[src/dlfe_pkg.sv]
// ----------------------------------------------------------------------------
// dlfe_pkg
// Shared types, constants and the segment table for the LCD frame encoder.
// ----------------------------------------------------------------------------
package dlfe_pkg;

    localparam int unsigned VALUE_W     = 25;
    localparam int unsigned IN_TDATA_W  = 32;
    localparam int unsigned BYTE_W      = 8;
    localparam int unsigned NUM_DIGITS  = 7;
    localparam int unsigned QUEUE_DEPTH = 2;

    localparam logic [VALUE_W-1:0] OVER_LIMIT = 25'd10000000;

    // reciprocal of ten, exact for operands below 2**26 with a shift of 27
    localparam logic [23:0] RECIP_TEN   = 24'hCCCCCD;
    localparam int unsigned RECIP_SHIFT = 27;

    localparam logic [7:0] BYTE_ADDR  = 8'h70;
    localparam logic [7:0] BYTE_MODE  = 8'h48;
    localparam logic [7:0] BYTE_CMD   = 8'hE0;
    localparam logic [7:0] BYTE_ZERO  = 8'h00;
    localparam logic [7:0] BYTE_MINUS = 8'h20;
    localparam logic [7:0] BYTE_DP    = 8'h08;

    // position of each byte in the 22-byte request stream
    localparam logic [4:0] IDX_ADDR0  = 5'd0;
    localparam logic [4:0] IDX_MODE   = 5'd1;
    localparam logic [4:0] IDX_ADDR1  = 5'd2;
    localparam logic [4:0] IDX_CMD    = 5'd3;
    localparam logic [4:0] IDX_PTR    = 5'd4;
    localparam logic [4:0] IDX_DISP0  = 5'd5;
    localparam logic [4:0] IDX_LAST   = 5'd21;

    localparam logic [3:0] DISP_LAST  = 4'd15;
    localparam logic [3:0] PAD_BASE   = 4'd14;
    localparam logic [3:0] DP_POS     = 4'd2;

    // digits of one value, ready for the byte sequencer
    typedef struct packed {
        logic                  neg;
        logic                  ovf;
        logic [2:0]            top;
        logic [6:0][3:0]       digits;
    } dlfe_rec_t;

    function automatic logic [7:0] seg_code(input logic [3:0] d);
        logic [7:0] c;
        begin
            unique case (d)
                4'd0:    c = 8'hD7;
                4'd1:    c = 8'h03;
                4'd2:    c = 8'hB6;
                4'd3:    c = 8'hA7;
                4'd4:    c = 8'h63;
                4'd5:    c = 8'hE5;
                4'd6:    c = 8'hF5;
                4'd7:    c = 8'h07;
                4'd8:    c = 8'hF7;
                4'd9:    c = 8'hE7;
                default: c = 8'hD7;
            endcase
            return c;
        end
    endfunction

endpackage

[src/dlfe_back.sv]
// ----------------------------------------------------------------------------
// dlfe_back
// Byte sequencer: walks the 22-byte request stream for one digit record.
// ----------------------------------------------------------------------------
module dlfe_back
    import dlfe_pkg::*;
(
    input  logic              clk,
    input  logic              rst_n,
    input  logic              pop_valid,
    output logic              pop_ready,
    input  dlfe_rec_t         pop_rec,
    output logic              m_tvalid,
    input  logic              m_tready,
    output logic [BYTE_W-1:0] m_tdata,
    output logic [1:0]        m_tuser,
    output logic              m_tlast
);

    logic              active_reg, active_next;
    logic [4:0]        idx_reg, idx_next;
    dlfe_rec_t         cur_reg;
    logic              ovalid_reg;
    logic [7:0]        obyte_reg;
    logic [1:0]        ouser_reg;
    logic              olast_reg;

    logic              advance;
    logic              load;
    logic [7:0]        byte_c;
    logic              start_c, stop_c, last_c;
    logic [3:0]        disp_j;
    logic [3:0]        pad;
    logic [3:0]        pos;
    logic [7:0]        disp_c;
    logic [7:0]        seg_c;

    assign advance   = !ovalid_reg || m_tready;
    assign load      = advance && pop_valid && (!active_reg || idx_reg == IDX_LAST);
    assign pop_ready = load;

    assign disp_j = 4'(idx_reg - IDX_DISP0);
    assign pad    = PAD_BASE - {1'b0, cur_reg.top};
    assign pos    = DISP_LAST - disp_j;
    assign seg_c  = seg_code(cur_reg.digits[pos[2:0]])
                    | ((pos == DP_POS) ? BYTE_DP : BYTE_ZERO);

    always_comb
    begin
        priority if (cur_reg.ovf) disp_c = BYTE_MINUS;
        else if (disp_j < pad)    disp_c = BYTE_ZERO;
        else if (disp_j == pad)   disp_c = cur_reg.neg ? BYTE_MINUS : BYTE_ZERO;
        else                      disp_c = seg_c;
    end

    always_comb
    begin
        start_c = 1'b0;
        stop_c  = 1'b0;
        last_c  = 1'b0;
        unique case (idx_reg)
            IDX_ADDR0:
            begin
                byte_c  = BYTE_ADDR;
                start_c = 1'b1;
            end
            IDX_MODE:
            begin
                byte_c = BYTE_MODE;
                stop_c = 1'b1;
            end
            IDX_ADDR1:
            begin
                byte_c  = BYTE_ADDR;
                start_c = 1'b1;
            end
            IDX_CMD:  byte_c = BYTE_CMD;
            IDX_PTR:  byte_c = BYTE_ZERO;
            IDX_LAST:
            begin
                byte_c = BYTE_ZERO;
                stop_c = 1'b1;
                last_c = 1'b1;
            end
            default:  byte_c = disp_c;
        endcase
    end

    always_comb
    begin
        active_next = active_reg;
        idx_next    = idx_reg;
        if (advance)
        begin
            if (active_reg && idx_reg != IDX_LAST)
            begin
                idx_next = idx_reg + 5'd1;
            end
            else if (load)
            begin
                active_next = 1'b1;
                idx_next    = IDX_ADDR0;
            end
            else
            begin
                active_next = 1'b0;
            end
        end
    end

    always_ff @(posedge clk or negedge rst_n)
    begin
        if (!rst_n)
        begin
            active_reg <= 1'b0;
            idx_reg    <= IDX_ADDR0;
            ovalid_reg <= 1'b0;
        end
        else
        begin
            active_reg <= active_next;
            idx_reg    <= idx_next;
            if (advance)
            begin
                ovalid_reg <= active_reg;
            end
        end
    end

    always_ff @(posedge clk)
    begin
        if (load)
        begin
            cur_reg <= pop_rec;
        end
        if (advance && active_reg)
        begin
            obyte_reg <= byte_c;
            ouser_reg <= {stop_c, start_c};
            olast_reg <= last_c;
        end
    end

    assign m_tvalid = ovalid_reg;
    assign m_tdata  = obyte_reg;
    assign m_tuser  = ouser_reg;
    assign m_tlast  = olast_reg;

endmodule

[config.mk]
export PLATFORM = sky130hd
export DESIGN_NAME = dlfe_back
export DESIGN_NICKNAME = d
export VERILOG_FILES = /design/src/dlfe_pkg.sv /design/src/dlfe_back.sv
export SDC_FILE = /design/constraint.sdc
export NUM_CORES = 1
export LEC_CHECK = 0
export BUFFER_PORTS_ARGS = -buffer_cell sky130_fd_sc_hd__clkbuf_2
export CAP_MARGIN = 20
export CORE_AREA = 2 2 57 86
export CTS_BUF_LIST = sky130_fd_sc_hd__clkbuf_2
export DETAILED_ROUTE_END_ITERATION = 8
export DIE_AREA = 0 0 59 88
export GPL_TIMING_DRIVEN = 0
export PLACE_DENSITY = 0.88
export SLEW_MARGIN = 20
export SYNTH_ARGS = -nofsm -noshare
export SYNTH_HDL_FRONTEND = slang
export SYNTH_SLANG_ARGS = --single-unit
[constraint.sdc]
create_clock -name clk -period 3.8 [get_ports clk]
set_clock_uncertainty 0.15 [all_clocks]
set_input_delay 0.76 -clock clk [delete_from_list [all_inputs] [get_ports clk]]
set_output_delay 0.76 -clock clk [all_outputs]
set_load 0.01 [all_outputs]
# After elaboration in Yosys (flattened, before gate mapping)
# Memories as Yosys holds them, arrays and structs flattened.
# Cells that the tools add are included.
[totals]
mem_count = 1
in_bits = 37
register_bits = 51
romBits = 112
[mem_list]
columns = ["name", "words", "word_bits", "rd", "rd_ports_with_merged_regs", "write_ports", "line", "text"]
rows = [
  ["(name not given)", 16, 7, 1, 0, 0, "dlfe_pkg.sv:50", "unique case (d)"],
]
[op_classes]
mux = 14
n_lt_le_gt_ge = 2
add_sub_neg = 4
n_reduce_logical = 15
eq_ne = 8
n_bitwise = 2
[op_table]
columns = ["op", "n"]
rows = [
  ["8-bit one-hot mux with 4 select lines", 1],
  ["8-bit 2-to-1 mux", 3],
  ["4-bit binary-select mux with 3-bit select", 1],
  ["5-bit by 2-bit equality test with 1-bit output, second input constant", 2],
  ["5-bit 2-to-1 mux", 2],
  ["4-bit 2-to-1 mux", 2],
  ["8-bit by 4-bit OR with 8-bit output", 1],
  ["6-bit 2-to-1 mux", 1],
  ["2-bit OR reduction", 3],
  ["5-bit by 1-bit adder with 5-bit output, second input constant", 1],
  ["5-bit by 1-bit equality test with 1-bit output, second input constant", 1],
  ["5-bit by 3-bit equality test with 1-bit output, second input constant", 1],
  ["5-bit equality test, second input constant", 1],
  ["5-bit zero test", 1],
  ["5-bit != test, second input constant", 1],
  ["4-bit by 2-bit equality test with 1-bit output, second input constant", 1],
  ["4-bit equality test", 1],
  ["1-bit logical AND", 4],
  ["3-bit by 4-bit < comparator with 1-bit output, second input constant", 1],
  ["4-bit < comparator", 1],
  ["1-bit 2-to-1 mux", 4],
  ["2-bit AND reduction", 2],
  ["4-bit by 3-bit subtractor with 4-bit output, first input constant", 1],
  ["4-bit by 3-bit subtractor with 4-bit output, second input constant", 1],
  ["5 further kinds", 7],
]

# Longest topological paths before layout
# Gate-level depths: netlist of the first run.
# An unclocked memory read counts as a cell.
[depth]
depth_word = 10
mapped_depth = 13
depth_no_buf = 11

# Worst setup path after synthesis of the first run
# Ideal clock, no wire load.
[synth_timing]
path_kind = "reg-to-output"
from = "reg idx_reg[1]"
to = "out pop_ready"
path_slack_ps = 211
required_time_ps = 2890
t_arrival_ps = 2679
stages_incl_launch_ff = 6
path_cell_list = "dfrtp_1 inv_1 ha_1 nand4b_1 and2_1 nor2_1"
[synth_between]
elab_chain_len = 3
[synth_rtl]
columns = ["item", "line", "text"]
rows = [
  ["start, declared", "dlfe_back.sv:21", "logic [4:0] idx_reg, idx_next;"],
  ["start signal, assigned", "dlfe_back.sv:122", "idx_reg <= idx_next;"],
  ["5-bit equality test", "dlfe_back.sv:39", "assign load = advance && pop_valid && (!active_reg || idx_reg == IDX_LAST);"],
  ["1-bit logical OR", "dlfe_back.sv:39", ""],
  ["1-bit logical AND", "dlfe_back.sv:39", ""],
  ["end, declared", "dlfe_back.sv:11", "output logic pop_ready,"],
]
# Every way passes these cells.

# Worst setup path after layout of the first run
[layout_timing]
from = "reg idx_reg[0]"
to = "reg obyte_reg[7] (netlist: m_tdata[7]), data pin"
[layout_between]
elab_chain_len = 10
elab_cells_between_ends = 20
cone_classes = "2 x add/sub; 1 x order compare; 6 x eq/ne; 6 x mux; 1 x bitwise; 3 x reduce/logical; 1 x memory"
[layout_rtl]
columns = ["item", "line", "text"]
rows = [
  ["4-bit by 3-bit subtractor with 4-bit output", "dlfe_back.sv:42", "assign disp_j = 4'(idx_reg - IDX_DISP0);"],
  ["4-bit subtractor", "dlfe_back.sv:44", "assign pos = DISP_LAST - disp_j;"],
  ["4-bit binary-select mux with 3-bit select", "dlfe_back.sv:45", "assign seg_c = seg_code(cur_reg.digits[pos[2:0]])"],
  ["4-bit 2-to-1 mux (implied by the code)", "dlfe_back.sv:45", ""],
  ["memory 16 x 7 bit", "-", ""],
  ["8-bit by 4-bit OR with 8-bit output", "dlfe_back.sv:46", "| ((pos == DP_POS) ? BYTE_DP : BYTE_ZERO);"],
  ["8-bit 2-to-1 mux", "dlfe_back.sv:52", "else if (disp_j == pad) disp_c = cur_reg.neg ? BYTE_MINUS : BYTE_ZERO;"],
  ["8-bit 2-to-1 mux", "dlfe_back.sv:51", "else if (disp_j < pad) disp_c = BYTE_ZERO;"],
  ["8-bit 2-to-1 mux", "dlfe_back.sv:50", "priority if (cur_reg.ovf) disp_c = BYTE_MINUS;"],
  ["8-bit one-hot mux with 4 select lines *", "dlfe_back.sv:61", "unique case (idx_reg)"],
  ["via byte_c[7]", "dlfe_back.sv:30", "logic [7:0] byte_c;"],
  ["end signal, assigned", "dlfe_back.sv:138", "obyte_reg <= byte_c;"],
  ["end, declared", "dlfe_back.sv:24", "logic [7:0] obyte_reg;"],
]
# The timed path passes the listed nets; every way through them passes the cells marked *. The select of a mux whose other input is x is not followed.
# A chain may end at the register's enable or synchronous reset.

==> results of run 1 <==
==> layout by cell type, fill, tap and decap left out, drive strengths merged, types with 2 or more instances in the layout <==
cell    Yosys  routed
clkbuf      2      57
edfxtp     44      44
o21ai      16      16
nand2      14      14
ha         14      14
inv        10      11
mux2i       9       9
nor2        8       8
dfrtp       7       7
nor3        6       6
nand2b      5       5
a21oi       5       5
buf         3       5
mux4        4       4
nor2b       4       4
nand3       4       4
a31oi       3       3
xor2        3       3
and2        3       3
o211ai      2       2
o22ai       2       2
==> final timing paths <==
kind                                             start                     end  slack, ps  depth (start not counted)
worst max-delay path            idx_reg[0]$_DFFE_PN0P_    m_tdata[7]$_DFFE_PP_        330                         12
worst max register to register  idx_reg[0]$_DFFE_PN0P_    m_tdata[7]$_DFFE_PP_        330                         12
worst min register to register  active_reg$_DFFE_PN0P_    m_tvalid$_DFFE_PN0N_        410                          1
max in group asynchronous                        rst_n  idx_reg[1]$_DFFE_PN0P_       2790                          2
worst min-delay path                       pop_rec[27]   cur_reg[27]$_DFFE_PP_        340                          1
min in group asynchronous                        rst_n    m_tvalid$_DFFE_PN0N_        540                          2
==> cells by family (layout without fill, tap and decap cells) <==
| kind of cell | Yosys count | after routing | synth area share, % |
|---|---|---|---|
| buffers and inverters | 15 | 75 | 2.72 |
| flip-flops | 51 | 51 | 61.3 |
| AND/OR/NAND/NOR | 51 | 51 | 10.8 |
| AO/OA/AOI/OAI | 36 | 36 | 9.23 |
| multiplexers | 13 | 13 | 7.38 |
| XOR/XNOR | 3 | 3 | 1.38 |
| adder cells (fa/ha/maj) | 14 | 14 | 7.18 |
==> critical path, cell delays in order (launching register included) <==
cell	delay [ps]
sky130_fd_sc_hd__dfrtp_1	520
sky130_fd_sc_hd__buf_2	280
sky130_fd_sc_hd__inv_1	170
sky130_fd_sc_hd__ha_1	430
sky130_fd_sc_hd__buf_6	190
sky130_fd_sc_hd__mux2i_1	220
sky130_fd_sc_hd__nor2_1	80
sky130_fd_sc_hd__a311o_1	280
sky130_fd_sc_hd__o21ai_1	170
sky130_fd_sc_hd__ha_1	310
sky130_fd_sc_hd__or2_1	230
sky130_fd_sc_hd__a21oi_1	180
sky130_fd_sc_hd__o21ai_1	80
==> stage by stage <==
step | std cells | setup TNS (ps) | hold slack (ps) | setup WS [ps] | cell area (um2)
2_1_floorplan | 183 | 0 | 314 | 211 | 2440
3_3_place_gp | 280 | -599 | 354 | -599 | 2750
3_5_place_dp | 281 | 0 | 358 | 290 | 2770
4_1_cts | 290 | 0 | 325 | 255 | 2830
5_1_grt | 291 | 0 | 285 | 120 | 2840
6_report | 291 | 0 | 342 | 328 | 2840
==> timing repair <==
action                                  CTS  global route
buffers inserted                          0             1
endpoints found under the setup margin    0             1
hold buffers                              1             0
hold endpoints to repair                  7             0
==> per-layer routing <==
layer  vias up  track usage (%)  part of all wire [%]
met1       733             17.8                    36
met5         -                0                     0
met2        54             31.6                    55
met4         0             12.0                   5.0
met3        20             3.69                   3.6
li1        799                -                     -
==> cell type report <==
cell class	count	area, um2	area share, %
clock inverters	2	16.3	0.573
plain buffers	5	28.8	1.01
repair buffers	52	283	9.96
well taps	48	60.1	2.12
inverters	10	37.5	1.32
clock buffers	6	30.0	1.06
multi-input cells	117	886	31.2
flip-flops and latches	51	1500	52.7
==> power groups by stage <==
| stage | combinational (mW) | clock (mW) | sequential, mW |
|---|---|---|---|
| 2_1_floorplan | 0.927 | 0 | 0.805 |
| 3_3_place_gp | 1.17 | 0 | 0.784 |
| 3_5_place_dp | 1.23 | 0 | 0.788 |
| 4_1_cts | 1.23 | 0.225 | 0.775 |
| 5_1_grt | 1.38 | 0.248 | 0.785 |
| 6_report | 1.24 | 0.219 | 0.773 |
==> out/qor.txt, run 1 <==
initial standard-cell utilization of the core: 55.1%
flops & latches, synth: 51
biggest area contributors in the synthesized netlist: sky130_fd_sc_hd__edfxtp_1 54%, sky130_fd_sc_hd__dfrtp_1 7.2%, sky130_fd_sc_hd__ha_1 7.2%
combined area of all synthesized cells: 2440 um2
global-route wire length before repair: 6690 um
number of CTS-inserted buffers: 5
Setup violations, final: 0
Filler Cells Inserted: 353
flip-flop count of the largest register, all copies and words added: 33
Core Area: 4430 um2
post_cts resized: 0
Die Span Y: 88 um
WL final: 4080 um
reported leakage power: 1.16 nW
Final nets: 293
proportion of synthesized chip area in sequential cells: 61.3%
placer congestion estimate: 0.867
number of optimization iterations in the first detailed-route pass: 4
critical path endpoint category: flip-flop
number of flops mapped to enable cells by yosys: 44
Final period util: 91.4%
Max VDD drop: 0.000394 V
most instantiated flip-flop cell in the synthesis netlist: sky130_fd_sc_hd__edfxtp_1
antenna violations before repair: 0
cell at the root of the clock tree: sky130_fd_sc_hd__clkbuf_2
post-layout total power: 2.23 mW
switch share: 41.1%
nets in the synthesized netlist: 234
worst min-delay path class: in2reg
Max Cap Viol: 0
final hold violation count: 0
run status: finished clean
largest fanout on the critical path: 10
fraction of post-synthesis cell area in the top cell type by area: 54.1%
number of max-slew violations in the final report: 0
Die Span X: 59 um
maximum clock rate: 288 MHz
post-synthesis cell type count: 42
signed area change from the synthesized netlist to the final layout: 16.2%
number of warning messages in the yosys log: 0
P_int: 1.31 mW
leading area contributor after synthesis: sky130_fd_sc_hd__edfxtp_1
global routing usage summed across all routing layers: 17.7%
Antenna Diode Count: 0
Cells after Synth: 183
Setup crit start kind: flip-flop
maximum clock insertion buffer count: 2
pin count of the biggest net entering global routing: 33
type of the setup path with the least slack: reg2reg
most numerous cell types in the synthesized netlist: 44 x sky130_fd_sc_hd__edfxtp_1, 14 x sky130_fd_sc_hd__ha_1, 14 x sky130_fd_sc_hd__nand2_1
Clk pwr share: 9.8%
std cell rows: 30
share of layout cells above drive strength 1: 30.5%
initial DRC count: 23
most common cell in the netlist: sky130_fd_sc_hd__edfxtp_1
input/output buffers: 49
clock period minus worst slack: 3470 ps
sequential group share of total power: 34.7%
clock edge transition at the registers on the reported setup and hold paths: 240 ps
async set-or-reset flop fraction in the synthesized netlist: 13.7%
number of global-route vias before repair: 1550
clock latency at the later pin of the worst-skew pair: 420 ps
transition time of the tightest slew-check pin: 457 ps
Rel. slew slack: 69.5%
floorplan die area: 5190 um2
clock sink count: 51
boundary pin count: 50
CTS tree: built
arrival time worst endpoint: 3540 ps
unrepaired setup endpoints after global routing: no
required time of the worst setup path: 3870 ps
H-tree depth: 2
Congestion Overflow GR: 0
power share of the combinational group: 55.5%
power per cell area: 785 nW/um2
hpwl dp: 3250 um
Switching Power: 0.915 mW
post-DR vias/cell: 5.52
Finished Core Util: 64.1%
detailed-route DRC error count: 0
vias after detailed routing: 1606
detail-routed net length per standard cell: 14.0 um
post-route ant nets: 0
post-synthesis area per instance: 13.3 um2
No activity file was read; power rests on OpenSTA's default activity.
==> run 2: changes to the inputs <==
==> constraint.sdc (replaced) <==
create_clock -name clk -period 3.8 [get_ports clk]
set_clock_uncertainty 0.15 [all_clocks]
set_input_delay 0.76 -clock clk [delete_from_list [all_inputs] [get_ports clk]]
set_output_delay 0.76 -clock clk [all_outputs]
set_load 0.05 [all_outputs]
==> run 2 against run 1 <==
Die area unchanged. First-iteration DRC count up 130%. Via count up 1.9%. Combinational power up 13%. Largest cell class unchanged. Routed wire length up 7.5%.
==> out/qor.txt, run 2 (synthesis gave the netlist of run 1 again) <==
run status: finished clean
hold path depth: 1 (unchanged)
non-filler cells in the finished layout: 301 (+3.4%)
detail-routed net length per standard cell: 14.6 um (+3.9%)
number of optimization iterations in the first detailed-route pass: 4 (unchanged)
clock sink count: 51 (unchanged)
register area: 1500 um2 (unchanged)
final hold violation count: 0 (unchanged)
area occupied by multi-input gates: 892 um2 (+0.71%)
required time of the worst setup path: 2890 ps (-980 ps)
maximum clock insertion buffer count: 2 (unchanged)
number of max-slew violations in the final report: 0 (unchanged)
total stage count of the critical path: 6 (-6)
cell at the root of the clock tree: sky130_fd_sc_hd__clkbuf_2
cell-by-cell trace of the critical path: inv_1, ha_1, nand4b_1, and2_1, nor2_4, clkbuf_2
summed negative setup slack over all endpoints: 0 ps (unchanged)
arrival time worst endpoint: 2530 ps (-1010 ps)
area post-placement: 2750 um2 (-0.72%)
Core Area: 4430 um2 (unchanged)
Filler Cells Inserted: 340 (-3.7%)
clock latency at the later pin of the worst-skew pair: 460 ps (+40 ps)
input/output buffers: 49 (unchanged)
clock edge transition at the registers on the reported setup and hold paths: 270 ps (+30 ps)
Rel. slew slack: 47.1% (-22 points)
share of layout cells above drive strength 1: 33.2% (+2.7 points)
Setup violations, final: 0 (unchanged)
Final nets: 303 (+3.4%)
clock period minus worst slack: 3440 ps (-29.4 ps)
reported leakage power: 1.22 nW (+4.4%)
placed cell count: 280 (-0.36%)
Congestion Overflow GR: 0 (unchanged)
post-route ant nets: 0 (unchanged)
global-route wire length before repair: 6980 um (+4.3%)
type of the setup path with the least slack: reg2out
placer congestion estimate: 0.863 (-0.40%)
flip-flop count of the largest register, all copies and words added: 33 (unchanged)
Worst R2R Path Depth: 12 (unchanged)
most common cell after layout, fill and taps aside: sky130_fd_sc_hd__clkbuf_2
Max Cap Viol: 0 (unchanged)
transition time of the tightest slew-check pin: 792 ps (+335 ps)
Max VDD drop: 0.000398 V (+1.1%)
maximum clock rate: 291 MHz (+0.86%)
unrepaired setup endpoints after global routing: no
Final period util: 90.6% (-0.77 points)
largest fanout on the critical path: 11 (+1)
number of CTS-inserted buffers: 5 (unchanged)
post-layout total power: 2.40 mW (+7.9%)
global routing usage summed across all routing layers: 18.6% (+0.88 points)
initial standard-cell utilization of the core: 55.1% (unchanged)
Die Span Y: 88 um (unchanged)
power per cell area: 829 nW/um2 (+5.6%)
Crit-path slowest cell: sky130_fd_sc_hd__dfrtp_1
pin count of the biggest net entering global routing: 18 (-45%)
antenna violations before repair: 0 (unchanged)
placement-stage worst setup slack: 239 ps (-51.7 ps)
most frequent cells in the layout: 54 x sky130_fd_sc_hd__clkbuf_2, 44 x sky130_fd_sc_hd__edfxtp_1, 14 x sky130_fd_sc_hd__nand2_1, 14 x sky130_fd_sc_hd__ha_1, 13 x sky130_fd_sc_hd__o21ai_1
critical path endpoint category: primary output
H-tree depth: 2 (unchanged)
post-route setup slack: 358 ps (+29.4 ps)
kind of cell adding the most delay to the critical path: simple AND/OR/NAND/NOR gates
CTS tree: built
maximum cell stage delay along the critical path: 510 ps (about the same)
floorplan die area: 5190 um2 (unchanged)
area of all placed cells without fillers: 2900 um2 (+2.2%)
worst min-delay path class: in2reg
signed area change from the synthesized netlist to the final layout: 18.8%
WL final: 4390 um (+7.5%)
number of buffers and inverters on the critical path: 2 (-1)
post-DR vias/cell: 5.44 (-1.5%)
Setup crit start kind: flip-flop
initial DRC count: 53 (+130%)
Die Span X: 59 um (unchanged)
std cell rows: 30 (unchanged)
number of global-route vias before repair: 1592 (+2.7%)
Antenna Diode Count: 0 (unchanged)
vias after detailed routing: 1636 (+1.9%)
detailed-route DRC error count: 0 (unchanged)
boundary pin count: 50 (unchanged)
hpwl dp: 3180 um (-2.2%)
run 2: cell count changes in the layout (fill, tap and decap cells not counted):
| cell | delta |
|---|---|
| sky130_fd_sc_hd__buf_4 | +10 |
| sky130_fd_sc_hd__clkinv_2 | +1 |
| sky130_fd_sc_hd__inv_6 | +1 |
| sky130_fd_sc_hd__clkbuf_2 | -1 |
| sky130_fd_sc_hd__clkinvlp_4 | -1 |
| sky130_fd_sc_hd__buf_12 | -1 |
| sky130_fd_sc_hd__nor2_2 | +1 |
run 2: path summary, 6_finish.rpt:
kind,start,to,slack (ps)
setup / recovery,idx_reg[1]$_DFFE_PN0P_,pop_ready,360
min in group asynchronous,rst_n,m_tvalid$_DFFE_PN0N_,490
hold reg to reg,active_reg$_DFFE_PN0P_,m_tvalid$_DFFE_PN0N_,410
hold / removal,pop_rec[32],cur_reg[32]$_DFFE_PP_,300
max in group asynchronous,rst_n,idx_reg[2]$_DFFE_PN0P_,2840
setup reg to reg,idx_reg[0]$_DFFE_PN0P_,m_tdata[6]$_DFFE_PP_,410
run 2: final cells by class:
class,count,area share [%]
Sequential cell,51,51.6
Buffer,5,0.992
Inverter,10,1.29
Tap cell,48,2.07
Clock buffer,5,0.863
Timing Repair Buffer,61,11.6
Multi-Input combinational cell,118,30.8
Clock inverter,3,0.777
run 2: what timing repair did:
item,CTS,global route
buffers inserted,0,11
cloned,1,0
hold buffers,1,0
gates resized for setup,0,0
setup endpoints to repair,1,4
pin swaps,1,2
endpoints found under the hold margin,7,0
run 2: metrics by stage:
stage | hold WS [ps] | utilization, %
finish | 295 | 65.5
global route | 261 | 65.5
CTS | 284 | 63.6
detailed placement | 354 | 62.2
global placement | 353 | 62.1
floorplan | 314 | -
run 2: per-layer routing:
layer	vias to the layer above	GRT usage [%]	share of wire (%)
li1	820	-	-
met1	750	18.8	37
met2	56	34.8	56
met3	10	3.40	4.0
met4	0	9.71	2.5
met5	-	0	0
run 2: power breakdown:
| group | internal (mW) | switching [mW] | total, mW |
|---|---|---|---|
| sequential | 0.728 | 0.0438 | 0.772 |
| combinational | 0.545 | 0.856 | 1.40 |
| clock | 0.0498 | 0.182 | 0.232 |
