**src/dlfe_pkg.sv**
```systemverilog
// ----------------------------------------------------------------------------
// dlfe_pkg
// Shared types, constants and the segment table for the LCD frame encoder.
// ----------------------------------------------------------------------------
package dlfe_pkg;

    localparam int unsigned VALUE_W     = 25;
    localparam int unsigned IN_TDATA_W  = 32;
    localparam int unsigned BYTE_W      = 8;
    localparam int unsigned NUM_DIGITS  = 7;
    localparam int unsigned QUEUE_DEPTH = 2;

    localparam logic [VALUE_W-1:0] OVER_LIMIT = 25'd10000000;

    // reciprocal of ten, exact for operands below 2**26 with a shift of 27
    localparam logic [23:0] RECIP_TEN   = 24'hCCCCCD;
    localparam int unsigned RECIP_SHIFT = 27;

    localparam logic [7:0] BYTE_ADDR  = 8'h70;
    localparam logic [7:0] BYTE_MODE  = 8'h48;
    localparam logic [7:0] BYTE_CMD   = 8'hE0;
    localparam logic [7:0] BYTE_ZERO  = 8'h00;
    localparam logic [7:0] BYTE_MINUS = 8'h20;
    localparam logic [7:0] BYTE_DP    = 8'h08;

    // position of each byte in the 22-byte request stream
    localparam logic [4:0] IDX_ADDR0  = 5'd0;
    localparam logic [4:0] IDX_MODE   = 5'd1;
    localparam logic [4:0] IDX_ADDR1  = 5'd2;
    localparam logic [4:0] IDX_CMD    = 5'd3;
    localparam logic [4:0] IDX_PTR    = 5'd4;
    localparam logic [4:0] IDX_DISP0  = 5'd5;
    localparam logic [4:0] IDX_LAST   = 5'd21;

    localparam logic [3:0] DISP_LAST  = 4'd15;
    localparam logic [3:0] PAD_BASE   = 4'd14;
    localparam logic [3:0] DP_POS     = 4'd2;

    // digits of one value, ready for the byte sequencer
    typedef struct packed {
        logic                  neg;
        logic                  ovf;
        logic [2:0]            top;
        logic [6:0][3:0]       digits;
    } dlfe_rec_t;

    function automatic logic [7:0] seg_code(input logic [3:0] d);
        logic [7:0] c;
        begin
            unique case (d)
                4'd0:    c = 8'hD7;
                4'd1:    c = 8'h03;
                4'd2:    c = 8'hB6;
                4'd3:    c = 8'hA7;
                4'd4:    c = 8'h63;
                4'd5:    c = 8'hE5;
                4'd6:    c = 8'hF5;
                4'd7:    c = 8'h07;
                4'd8:    c = 8'hF7;
                4'd9:    c = 8'hE7;
                default: c = 8'hD7;
            endcase
            return c;
        end
    endfunction

endpackage

```
**src/dlfe_fifo.sv**
```systemverilog
// ----------------------------------------------------------------------------
// dlfe_fifo
// Short queue of digit records between the converter and the byte sequencer.
// ----------------------------------------------------------------------------
module dlfe_fifo
    import dlfe_pkg::*;
#(
    parameter int unsigned DEPTH = QUEUE_DEPTH
)
(
    input  logic       clk,
    input  logic       rst_n,
    input  logic       push_valid,
    output logic       push_ready,
    input  dlfe_rec_t  push_rec,
    output logic       pop_valid,
    input  logic       pop_ready,
    output dlfe_rec_t  pop_rec
);

    localparam int unsigned PW = (DEPTH > 1) ? $clog2(DEPTH) : 1;
    localparam int unsigned CW = $clog2(DEPTH + 1);
    localparam logic [PW-1:0] PTR_MAX = PW'(DEPTH - 1);
    localparam logic [CW-1:0] CNT_MAX = CW'(DEPTH);

    dlfe_rec_t        mem [DEPTH];
    logic [PW-1:0]    wr_ptr_reg, wr_ptr_next;
    logic [PW-1:0]    rd_ptr_reg, rd_ptr_next;
    logic [CW-1:0]    cnt_reg, cnt_next;
    logic             do_push, do_pop;

    assign push_ready = (cnt_reg != CNT_MAX);
    assign pop_valid  = (cnt_reg != '0);
    assign pop_rec    = mem[rd_ptr_reg];
    assign do_push    = push_valid && push_ready;
    assign do_pop     = pop_valid && pop_ready;

    always_comb
    begin
        wr_ptr_next = wr_ptr_reg;
        rd_ptr_next = rd_ptr_reg;
        cnt_next    = cnt_reg;
        if (do_push)
        begin
            wr_ptr_next = (wr_ptr_reg == PTR_MAX) ? '0 : wr_ptr_reg + PW'(1);
        end
        if (do_pop)
        begin
            rd_ptr_next = (rd_ptr_reg == PTR_MAX) ? '0 : rd_ptr_reg + PW'(1);
        end
        if (do_push && !do_pop)
        begin
            cnt_next = cnt_reg + CW'(1);
        end
        else if (do_pop && !do_push)
        begin
            cnt_next = cnt_reg - CW'(1);
        end
    end

    always_ff @(posedge clk or negedge rst_n)
    begin
        if (!rst_n)
        begin
            wr_ptr_reg <= '0;
            rd_ptr_reg <= '0;
            cnt_reg    <= '0;
        end
        else
        begin
            wr_ptr_reg <= wr_ptr_next;
            rd_ptr_reg <= rd_ptr_next;
            cnt_reg    <= cnt_next;
        end
    end

    always_ff @(posedge clk)
    begin
        if (do_push)
        begin
            mem[wr_ptr_reg] <= push_rec;
        end
    end

endmodule

```
**config.mk**
```make
export PLATFORM = sky130hd
export DESIGN_NAME = dlfe_fifo
export DESIGN_NICKNAME = d
export VERILOG_FILES = /design/src/dlfe_pkg.sv /design/src/dlfe_fifo.sv
export SDC_FILE = /design/constraint.sdc
export NUM_CORES = 1
export LEC_CHECK = 0
export BUFFER_PORTS_ARGS = -buffer_cell sky130_fd_sc_hd__buf_2
export CAP_MARGIN = 0
export CORE_MARGIN = 2
export CORE_UTILIZATION = 52
export CTS_CLUSTER_DIAMETER = 50
export DETAILED_ROUTE_END_ITERATION = 12
export GPL_TIMING_DRIVEN = 0
export PLACE_DENSITY = 0.83
export SLEW_MARGIN = 0
export SYNTH_ARGS = -nofsm -noshare
export SYNTH_HDL_FRONTEND = slang
export SYNTH_SLANG_ARGS = --single-unit
```
**constraint.sdc**
```tcl
create_clock -name clk -period 3.2 [get_ports clk]
set_clock_uncertainty 0.1 [all_clocks]
set_input_delay 0.32 -clock clk [delete_from_list [all_inputs] [get_ports clk]]
set_output_delay 0.32 -clock clk [all_outputs]
set_load 0.05 [all_outputs]
```
== Word-level counts from Yosys, hierarchy flattened ==
Memory sizes are Yosys's and may differ from the RTL's.
Index checks and enable logic that the tools add are counted.

* Add/subtract/negate cells: 4
* Equal/unequal tests: 1
* Muxes and demuxes: 6
* Reductions and logical operators: 8

{| class="wikitable"
|+ Operators with widths
! cell !! number
|-
| logical AND 1 bit || 4
|-
| 2-to-1 mux 1 bit || 4
|-
| 2-to-1 mux 2 bit || 2
|-
| nonzero test 2 bit || 2
|-
| adder 1 bit, second input constant || 2
|-
| adder 2 x 1 -> 2 bit, second input constant || 1
|-
| zero test 1 bit || 2
|-
| inequality test 2 bit, second input constant || 1
|-
| subtractor 2 x 1 -> 2 bit, second input constant || 1
|}

* Flip-flop bits (word level): 4
* RAM bits: 66
* Input bits: 37
* Output and inout port bits: 35
* Logic and storage cells: 23
* Memories kept: 1

{| class="wikitable"
|+ Memory list
! name !! depth !! width !! rd ports !! clocked after memory_dff !! wr ports !! RTL line !! source
|-
| mem || 2 || 33 || 1 || 0 || 1 || dlfe_fifo.sv:26 || <nowiki>dlfe_rec_t mem [DEPTH];</nowiki>
|}

== Depth between registers and ports, before layout ==
Gate-level depths: netlist of the first run.

* Depth in word-level cells: 6
* Gate-level depth with buffers: 7
* Gate-level depth less buffers: 7

== Least setup slack after synthesis of the first run ==
No wires, ideal clock.

* Path kind: reg2reg
* From: reg cnt_reg[0]
* To: mem mem[0][0] in the netlist's numbering (enable)
* Library setup time: 0.423 ns
* Arrival: 2.466 ns
* Data required time: 2.677 ns
* Path slack: 0.211 ns
* Cell stages (with the launch flop): 4
* Buffers on the path: 0
* Period minus slack after synthesis: 2.989 ns
* Path through: dfrtp_1 > nand2b_1 > nand2_1 > nor2_1

* Word-level cells in the longest chain between the ends: 4

{| class="wikitable"
|+ Ends and longest elaborated chain
! element !! RTL line !! source
|-
| start: declaration || dlfe_fifo.sv:29 || <nowiki>logic [CW-1:0] cnt_reg, cnt_next;</nowiki>
|-
| start signal: assignment || dlfe_fifo.sv:73 || <nowiki>cnt_reg <= cnt_next;</nowiki>
|-
| inequality test 2 bit || dlfe_fifo.sv:32 || <nowiki>assign push_ready = (cnt_reg != CNT_MAX);</nowiki>
|-
| via push_ready || dlfe_fifo.sv:14 || <nowiki>output logic push_ready,</nowiki>
|-
| logical AND 1 bit || dlfe_fifo.sv:35 || <nowiki>assign do_push = push_valid && push_ready;</nowiki>
|-
| 2-to-1 mux 1 bit || dlfe_fifo.sv:79 || <nowiki>if (do_push)</nowiki>
|-
| 2-to-1 mux 1 bit (not written as such) || dlfe_fifo.sv:81 || <nowiki>mem[wr_ptr_reg] <= push_rec;</nowiki>
|-
| end: declaration || dlfe_fifo.sv:26 ||
|}

The timed path passes the listed nets, and every way through them passes these cells.

==> flow_summary_export.csv, run 1 <==
group,metric,value,unit
outcome,status,"finished, final reports clean",
clock_network,clk_latency,330,ps
route,dr.first_iter.drc_count,77,
timing,hold_ws,78.2,ps
setup_path,worstSetupPathDepth,4,
clock_network,cts_tree,"done",
power_and_ir_drop,powerDensity,1070,nW/um2
floorplanning,die_w,76.4,um
setup_path,r2r_cells,2,
timing,finalHoldViolCount,0,
logic_synthesis,syn-num-nets,159,
placed_design,gp_congestion,0.658,
setup_path,slowest_stage,"dfrtp_1",
setup_path,worstSetupPathType,"reg2out",
floorplanning,io_pins,72,
floorplanning,die_y,76.4,um
final_layout,ff_latch_area,2080,um2
timing,period_minus_slack,1930,ps
final_layout,nets,243,
floorplanning,initial_core_util,53.7,%
logic_synthesis,syn_area,2730,um2
power_and_ir_drop,vdd_drop_max,0.804,mV
setup_path,cp_cell_sequence,"buf_6 > buf_12 > mux2_4 > buf_2",
min_path,hold_path.class,"in2reg",
route,dr.pass1.iters,5,
route,num_vias,1320,
clock_network,cts.sink_count,70,
final_layout,insertedDiodeCount,0,
logic_synthesis,syn_avg_cell_area,22.5,um2
clock_network,htree_levels,3,
final_layout,area_delta_synth_final,23.7,%
floorplanning,die-area,5840,um2
setup_path,end_kind,"output port",
route,ant_nets,0,
final_layout,final_common_cell,"buf_2",
logic_synthesis,yosysTopAreaCell,"edfxtp_1",
timing,setup_viol,0,
min_path,hold_path.startpoint,"push_rec[5]",
grt,grt_max_degree,34,
setup_path,path_buf_inv,3,
logic_synthesis,ys_seq_area_share,76.3,%
setup_path,cp_data_required_time,2780,ps
clock_network,cts_resized,0,
clock_network,clk_pin_slew,70,ps
grt,groute.usage.overall,16.1,%
grt,grt_pass1_vias,1448,
logic_synthesis,ys_ff_latch,70,
timing,slew_headroom,47.6,%
logic_synthesis,synthArstFlopShare,5.71,%
setup_path,r2r_start,"cnt_reg[0]$_DFFE_PN0P_",
setup_path,cpPeakStageDelay,370,ps
floorplanning,rows,26,
logic_synthesis,synth_edf_count,66,
setup_path,cp_top_family,"buffers and inverters",
logic_synthesis,netlist-cell-type-count,15,
route,via_per_inst,4.71,
logic_synthesis,synthFlopType,"edfxtp_1",
timing,finalCritPeriodShare,60.2,%
setup_path,worstSetupStartpointType,"flip-flop",
run,drv_cap,0,
final_layout,nFillCells,371,
timing,slew_viol_final,0,
final_layout,multiInputGateArea,579,um2
placed_design,dp_hpwl,2.88,mm
route,wire_per_inst,15.3,um
logic_synthesis,syn_inst,121,
final_layout,layout_common_cells,"buf_2, edfxtp_1, mux2_4",
setup_path,worst-path-max-fanout,10,
grt,grt_antenna_before_repair,0,
clock_network,cts-root-buf,"clkbuf_8",
power_and_ir_drop,power_leakage,1.37,nW
final_layout,drive_above_1_share,59.0,%
grt,grt_first_pass_wirelength,6.94,mm
setup_path,crit_arrival,1510,ps
clock_network,cts_buffers,9,
setup_path,cp-startpoint,"rd_ptr_reg$_DFFE_PN0P_",
final_layout,largest_register_ffs,66,
logic_synthesis,synthTopCellsByArea,"edfxtp_1, mux2_4, dfrtp_1",
timing,rsz0062_at_grt,"no",
logic_synthesis,yosysWarnings,0,
clock_network,cts_buffer_depth,2,
route,routed_wirelength,4.29,mm
clock_network,post_cts_buffers,0,
route,post-route-drc-count,0,
grt,grt_overflow,0,
logic_synthesis,synth_top_area_share,72.7,%
min_path,min_path_cells,1,
placed_design,port-buffer-count,71,
floorplanning,core_area,5070,um2
power_and_ir_drop,finalPower,3.63,mW
timing,worstMarginPinSlew,786,ps
timing,fmax,519,MHz
what timing repair did:
action | in CTS | in global routing
setup endpoints to repair | 0 | 0
hold endpoints to repair | 4 | 0
hold buffers | 1 | 0
synthesized netlist by cell type, types with 2 or more instances:
cell type and n:
nand2_1 2, xor2_1 2, edfxtp_1 66, mux2_4 29, buf_12 3, dfrtp_1 4
xnor2_1 3, nor2_1 2, mux2_2 4
where the power goes:
part / switching, mW / internal, mW
combinational: 1.12 / 0.602
sequential: 0.0726 / 1.26
clock: 0.297 / 0.275
total: 1.49 / 2.14
area by class of cell:
class / count / area share [%]
Tap cell: 70 / 2.60
Inverter: 1 / 0.111
Sequential cell: 70 / 61.7
Multi-Input combinational cell: 46 / 17.2
Timing Repair Buffer: 73 / 11.6
Clock inverter: 5 / 0.779
Clock buffer: 11 / 3.89
Buffer: 4 / 2.11
per-stage QoR:
stage	instances	utilization [%]	instance area, um2	TNS (ps)	setup WS [ps]
2_1_floorplan	121	-	2730	0	211
3_5_place_dp	263	63.2	3210	0	1410
5_1_grt	280	66.5	3370	0	1200
3_3_place_gp	262	62.5	3170	-3310	-102
4_1_cts	280	66.5	3370	0	1250
6_report	280	66.5	3370	0	1270
layer usage:
layer	track usage [%]	vias up	share of wire [%]
met5	0	-	0
met4	9.27	0	1.6
met3	5.21	9	5.3
met2	27.1	48	54
met1	18.1	628	39
li1	-	635	-
kinds of logic (layout without fill, tap and decap cells):
family | count (synthesis) | count (layout) | synth area share, %
xor gates and xnor gates | 5 | 5 | 1.61
adders and majority gates | 1 | 1 | 0.459
buffers and inverters | 5 | 94 | 2.75
DFF | 70 | 70 | 76.3
muxes | 33 | 33 | 17.6
and+or+nand+nor | 7 | 7 | 1.24
worst paths after layout:
kind                                                to  slack [ps]
worst max-delay path                       pop_rec[20]        1270
worst min-delay path               mem[1][5]$_DFFE_PP_          80
worst max register to register    mem[1][19]$_DFFE_PP_        1370
worst min register to register  cnt_reg[1]$_DFFE_PN0P_         400
max in group asynchronous       rd_ptr_reg$_DFFE_PN0P_        2650
min in group asynchronous       cnt_reg[0]$_DFFE_PN0P_         220
No activity file was read; power rests on OpenSTA's default activity.
==> inputs of run 2 (changes only) <==
==> constraint.sdc (replaced) <==
create_clock -name clk -period 1.8 [get_ports clk]
set_clock_uncertainty 0.1 [all_clocks]
set_input_delay 0.18 -clock clk [delete_from_list [all_inputs] [get_ports clk]]
set_output_delay 0.18 -clock clk [all_outputs]
set_load 0.05 [all_outputs]
==> flow_summary_export.csv, run 2 (synthesis results as in run 1) <==
group,metric,value,unit
outcome,status,"finished, final reports clean",
timing,period_minus_slack,1770,ps
power_and_ir_drop,vdd_drop_max,1.19,mV
clock_network,cts_buffer_depth,2,
route,num_vias,1495,
final_layout,layout_common_cells,"edfxtp_1, buf_2, dlygate4sd3_1",
setup_path,cpPeakStageDelay,370,ps
clock_network,cts_buffers,9,
final_layout,largest_register_ffs,66,
setup_path,slowest_stage,"dfrtp_1",
setup_path,worst-path-max-fanout,10,
run,drv_cap,0,
clock_network,post_cts_buffers,0,
min_path,hold_path.class,"in2reg",
setup_path,crit_arrival,1490,ps
grt,grt_busiest_layer,"met2",
final_layout,area_delta_synth_final,41.2,%
timing,worstMarginPinSlew,524,ps
grt,groute.usage.overall,17.2,%
clock_network,htree_levels,3,
setup_path,worstSetupStartpointType,"flip-flop",
timing,finalHoldViolCount,0,
setup_path,worstSetupPathType,"reg2out",
route,wire_per_inst,16.0,um
grt,grt_first_pass_wirelength,7.54,mm
clock_network,cts_tree,"done",
power_and_ir_drop,power_leakage,1.56,nW
grt,grt_antenna_before_repair,0,
clock_network,cts-root-buf,"clkbuf_8",
setup_path,path_buf_inv,3,
floorplanning,rows,26,
timing,finalCritPeriodShare,98.4,%
floorplanning,die-area,5840,um2
grt,use_met1,20.3,%
floorplanning,initial_core_util,53.7,%
grt,use_met2,30.1,%
floorplanning,io_pins,72,
placed_design,gp_congestion,0.673,
setup_path,end_kind,"output port",
setup_path,cp_cell_sequence,"buf_6 > buf_12 > mux2_4 > buf_4",
placed_design,port-buffer-count,71,
route,dr.pass1.iters,4,
route,routed_wirelength,5.01,mm
placed_design,dp_hpwl,2.77,mm
grt,use_met3,4.03,%
setup_path,cp_top_family,"buffers and inverters",
route,ant_nets,0,
grt,grt_max_degree,34,
final_layout,insertedDiodeCount,0,
floorplanning,die_w,76.4,um
final_layout,fin_util,75.9,%
route,via_per_inst,4.79,
final_layout,nets,276,
grt,grt_overflow,0,
timing,fmax,565,MHz
placed_design,place_ws,-120,ps
setup_path,cp_data_required_time,1520,ps
floorplanning,core_area,5070,um2
floorplanning,die_y,76.4,um
timing,setup_ws,28.6,ps
power_and_ir_drop,powerDensity,1810,nW/um2
clock_network,clk_pin_slew,70,ps
clock_network,clk_latency,330,ps
final_layout,drive_above_1_share,52.1,%
timing,setup_viol,0,
route,post-route-drc-count,0,
final_layout,final_common_cell,"edfxtp_1",
timing,slew_viol_final,0,
clock_network,cts.sink_count,70,
timing,slew_headroom,65.0,%
route,dr.first_iter.drc_count,82,
final_layout,nFillCells,317,
grt,grt_pass1_vias,1595,
[run 2: cell count changes in the layout (fill, tap and decap cells not counted), moves of 14 or more]
| cell | before | now |
|---|---|---|
| buf_4 | 0 | 14 |
| buf_2 | 71 | 42 |
| buf_6 | 1 | 16 |
| dlygate4sd3_1 | 1 | 34 |
[run 2: worst paths after layout]
path	slack, ps	to	startpoint	cells after the start
worst max-delay path	30	pop_rec[27]	rd_ptr_reg$_DFFE_PN0P_	4
worst min register to register	440	cnt_reg[0]$_DFFE_PN0P_	cnt_reg[0]$_DFFE_PN0P_	1
worst min-delay path	60	rd_ptr_reg$_DFFE_PN0P_	pop_ready	3
worst max register to register	200	mem[0][13]$_DFFE_PP_	cnt_reg[0]$_DFFE_PN0P_	3
min in group asynchronous	70	cnt_reg[0]$_DFFE_PN0P_	rst_n	2
max in group asynchronous	1410	wr_ptr_reg$_DFFE_PN0P_	rst_n	2
[run 2: layer usage]
metal  up-vias  wire [um]
li1        700          -
met1       746       2030
met2        42       2750
met3         7        167
met4         0         63
met5         -          0
[run 2: what timing repair did]
action | 4_1_cts | 5_1_grt
gates cloned | 1 | 0
pin swaps | 1 | 0
hold buffers | 34 | 0
resized for setup | 3 | 70
hold endpoints to repair | 70 | 0
endpoints found under the setup margin | 35 | 62
[run 2: area by class of cell]
cell class | instances | area (um2) | share of cell area [%]
repair buffers | 105 | 825 | 21.4
multi-input cells | 47 | 604 | 15.7
plain buffers | 4 | 71.3 | 1.85
clock inverters | 5 | 51.3 | 1.33
flip-flops and latches | 70 | 2080 | 54.0
clock buffers | 10 | 128 | 3.31
well taps | 70 | 87.6 | 2.27
inverters | 1 | 3.75 | 0.0974
[run 2: per-stage QoR]
stage                     power, mW  std cells  instance area [um2]  setup TNS [ps]  hold slack [ps]
final                          6.99        312                 3850               0             56.0
after global routing           7.26        312                 3850           -23.1             53.3
after CTS                      6.71        312                 3720               0             42.6
after detailed placement       5.46        262                 3190           -3920             -111
after global placement         5.42        262                 3190           -4130             -111
after floorplan                4.92        121                 2750               0             -216
[run 2: report_power, final]
| group | leakage [nW] | internal [mW] | switching [mW] |
|---|---|---|---|
| clock network | 0.0896 | 0.623 | 0.542 |
| logic | 0.810 | 1.37 | 2.07 |
| registers | 0.660 | 2.24 | 0.146 |
| total | 1.56 | 4.23 | 2.76 |
[run 2: worst register-to-register path, cell delays in order (launching register included)]
cell and delay (ps):
dfrtp_1 420, nand2b_4 160, nand2_2 120, nor2_4 440
==> inputs of run 3 (changes only) <==
--- a/config.mk
+++ b/config.mk
@@ -7,7 +7,7 @@
 export LEC_CHECK = 0
 export BUFFER_PORTS_ARGS = -buffer_cell sky130_fd_sc_hd__buf_2
 export CAP_MARGIN = 0
-export CORE_MARGIN = 2
+export CORE_MARGIN = 5
 export CORE_UTILIZATION = 52
 export CTS_CLUSTER_DIAMETER = 50
 export DETAILED_ROUTE_END_ITERATION = 12
==> flow_summary_export.csv, run 3 (synthesis results as in run 1) <==
group,metric,value,unit
outcome,status,"finished, final reports clean",
timing,rsz0062_at_grt,"no",
final_layout,insertedDiodeCount,0,
power_and_ir_drop,powerDensity,1800,nW/um2
setup_path,cp-startpoint,"rd_ptr_reg$_DFFE_PN0P_",
timing,slew_viol_final,0,
grt,grt_first_pass_wirelength,7.59,mm
setup_path,crit_arrival,1460,ps
route,wire_per_inst,17.5,um
floorplanning,core_area,5110,um2
route,routed_wirelength,5.47,mm
timing,worstMarginPinSlew,510,ps
floorplanning,initial_core_util,53.4,%
placed_design,placed_area,3190,um2
setup_path,end_kind,"output port",
min_path,hold_path.class,"in2reg",
final_layout,nets,276,
grt,grt_overflow,0,
timing,fmax,575,MHz
final_layout,drive_above_1_share,51.9,%
route,num_vias,1502,
setup_path,r2r_setup_slack,160,ps
clock_network,clk_latency,320,ps
setup_path,slowest_stage,"dfrtp_1",
final_layout,final_area,3880,um2
floorplanning,die_w,82.4,um
run,drv_cap,0,
setup_path,r2r_end,"cnt_reg[1]$_DFFE_PN0P_",
timing,setup_ws,60.3,ps
setup_path,worstSetupStartpointType,"flip-flop",
placed_design,port-buffer-count,71,
final_layout,largest_register_ffs,66,
clock_network,cts-root-buf,"clkbuf_8",
setup_path,cp_cell_sequence,"buf_6 > buf_12 > mux2_4 > buf_6",
power_and_ir_drop,p_sw,2.81,mW
placed_design,dp_hpwl,2.94,mm
timing,slew_headroom,65.9,%
final_layout,area_delta_synth_final,42.4,%
floorplanning,rows,26,
setup_path,worstSetupPathType,"reg2out",
final_layout,layout_common_cells,"edfxtp_1, buf_2, dlygate4sd3_1",
grt,grt_max_degree,34,
clock_network,clk_pin_slew,60,ps
clock_network,post_cts_buffers,0,
setup_path,r2r_cells,7,
power_and_ir_drop,power_leakage,1.57,nW
setup_path,path_common_cell,"buf_6",
power_and_ir_drop,vdd_drop_max,1.29,mV
route,post-route-drc-count,0,
clock_network,cts_tree,"done",
clock_network,cts_buffers,9,
floorplanning,die_y,82.4,um
placed_design,place_ws,-134,ps
timing,finalCritPeriodShare,96.7,%
power_and_ir_drop,clkPwrFrac,14.7,%
clock_network,htree_levels,3,
setup_path,r2r_start,"cnt_reg[0]$_DFFE_PN0P_",
route,dr.pass1.iters,4,
setup_path,critPathCapture,"pop_rec[9]",
power_and_ir_drop,power_frac_comb,51.1,%
route,via_per_inst,4.80,
timing,finalHoldViolCount,0,
grt,grt_pass1_vias,1610,
grt,grt_antenna_before_repair,0,
timing,fin_tns_setup,0,ps
placed_design,gp_congestion,0.690,
timing,period_minus_slack,1740,ps
final_layout,fin_util,76.0,%
route,ant_nets,0,
floorplanning,die-area,6790,um2
power_and_ir_drop,p_seq_share,34.2,%
power_and_ir_drop,p_int,4.18,mW
power_and_ir_drop,sw_frac_of_total,40.2,%
setup_path,worst-path-max-fanout,10,
clock_network,cts_buffer_depth,2,
setup_path,cp_data_required_time,1520,ps
timing,hold_ws,68.6,ps
setup_path,cpPeakStageDelay,370,ps
route,dr.first_iter.drc_count,56,
floorplanning,io_pins,72,
clock_network,cts.sink_count,70,
final_layout,final_common_cell,"edfxtp_1",
grt,groute.usage.overall,15.9,%
timing,setup_viol,0,
==> run 3: power by group through the flow <==
stage / logic (mW) / registers, mW / clock network (mW)
after floorplan: 2.56 / 2.36 / 0
after global placement: 3.05 / 2.38 / 0
after detailed placement: 3.07 / 2.41 / 0
after CTS: 3.21 / 2.39 / 1.04
after global routing: 3.72 / 2.43 / 1.13
final: 3.57 / 2.39 / 1.03
==> run 3: per-layer routing <==
layer	global-route usage (%)	wire length (um)
met5	0	0
met2	27.6	2960
met1	18.5	2160
met4	6.48	51
met3	4.45	296
==> run 3: worst min-delay path by stage <==
stage	from	end	cells past startpoint
3_3_place_gp	rst_n	wr_ptr_reg$_DFFE_PN0P_	1
3_5_place_dp	rst_n	cnt_reg[0]$_DFFE_PN0P_	1
6_report	pop_ready	rd_ptr_reg$_DFFE_PN0P_	3
5_1_grt	pop_ready	rd_ptr_reg$_DFFE_PN0P_	3
2_1_floorplan	rst_n	cnt_reg[0]$_DFFE_PN0P_	0
4_1_cts	pop_ready	rd_ptr_reg$_DFFE_PN0P_	3
==> run 3: worst max-delay path, delay by kind of cell (launching register included) <==
kind                   cells  cell delay (ps)
buffers and inverters      3              460
DFF                        1              370
muxes                      1              310
==> run 3: layout make-up <==
class	instances	area (um2)
Tap cell	70	87.6
Timing Repair Buffer	105	877
Fill cell	290	1220
Buffer	4	71.3
Inverter	1	3.75
Sequential cell	70	2080
Clock inverter	5	26.3
Multi-Input combinational cell	47	604
Clock buffer	11	131
==> run 3: repair_timing <==
action / in CTS / in global routing
setup endpoints to repair: 74 / 29
pin swaps: 1 / 0
cloned: 1 / 0
resized for setup: 10 / 71
hold buffers: 34 / 0
endpoints found under the hold margin: 70 / 0
==> run 3: stage by stage <==
| stage | instances | total power, mW |
|---|---|---|
| 2_1_floorplan | 121 | 4.92 |
| 3_3_place_gp | 262 | 5.43 |
| 3_5_place_dp | 262 | 5.47 |
| 4_1_cts | 313 | 6.63 |
| 5_1_grt | 313 | 7.28 |
| 6_report | 313 | 6.99 |
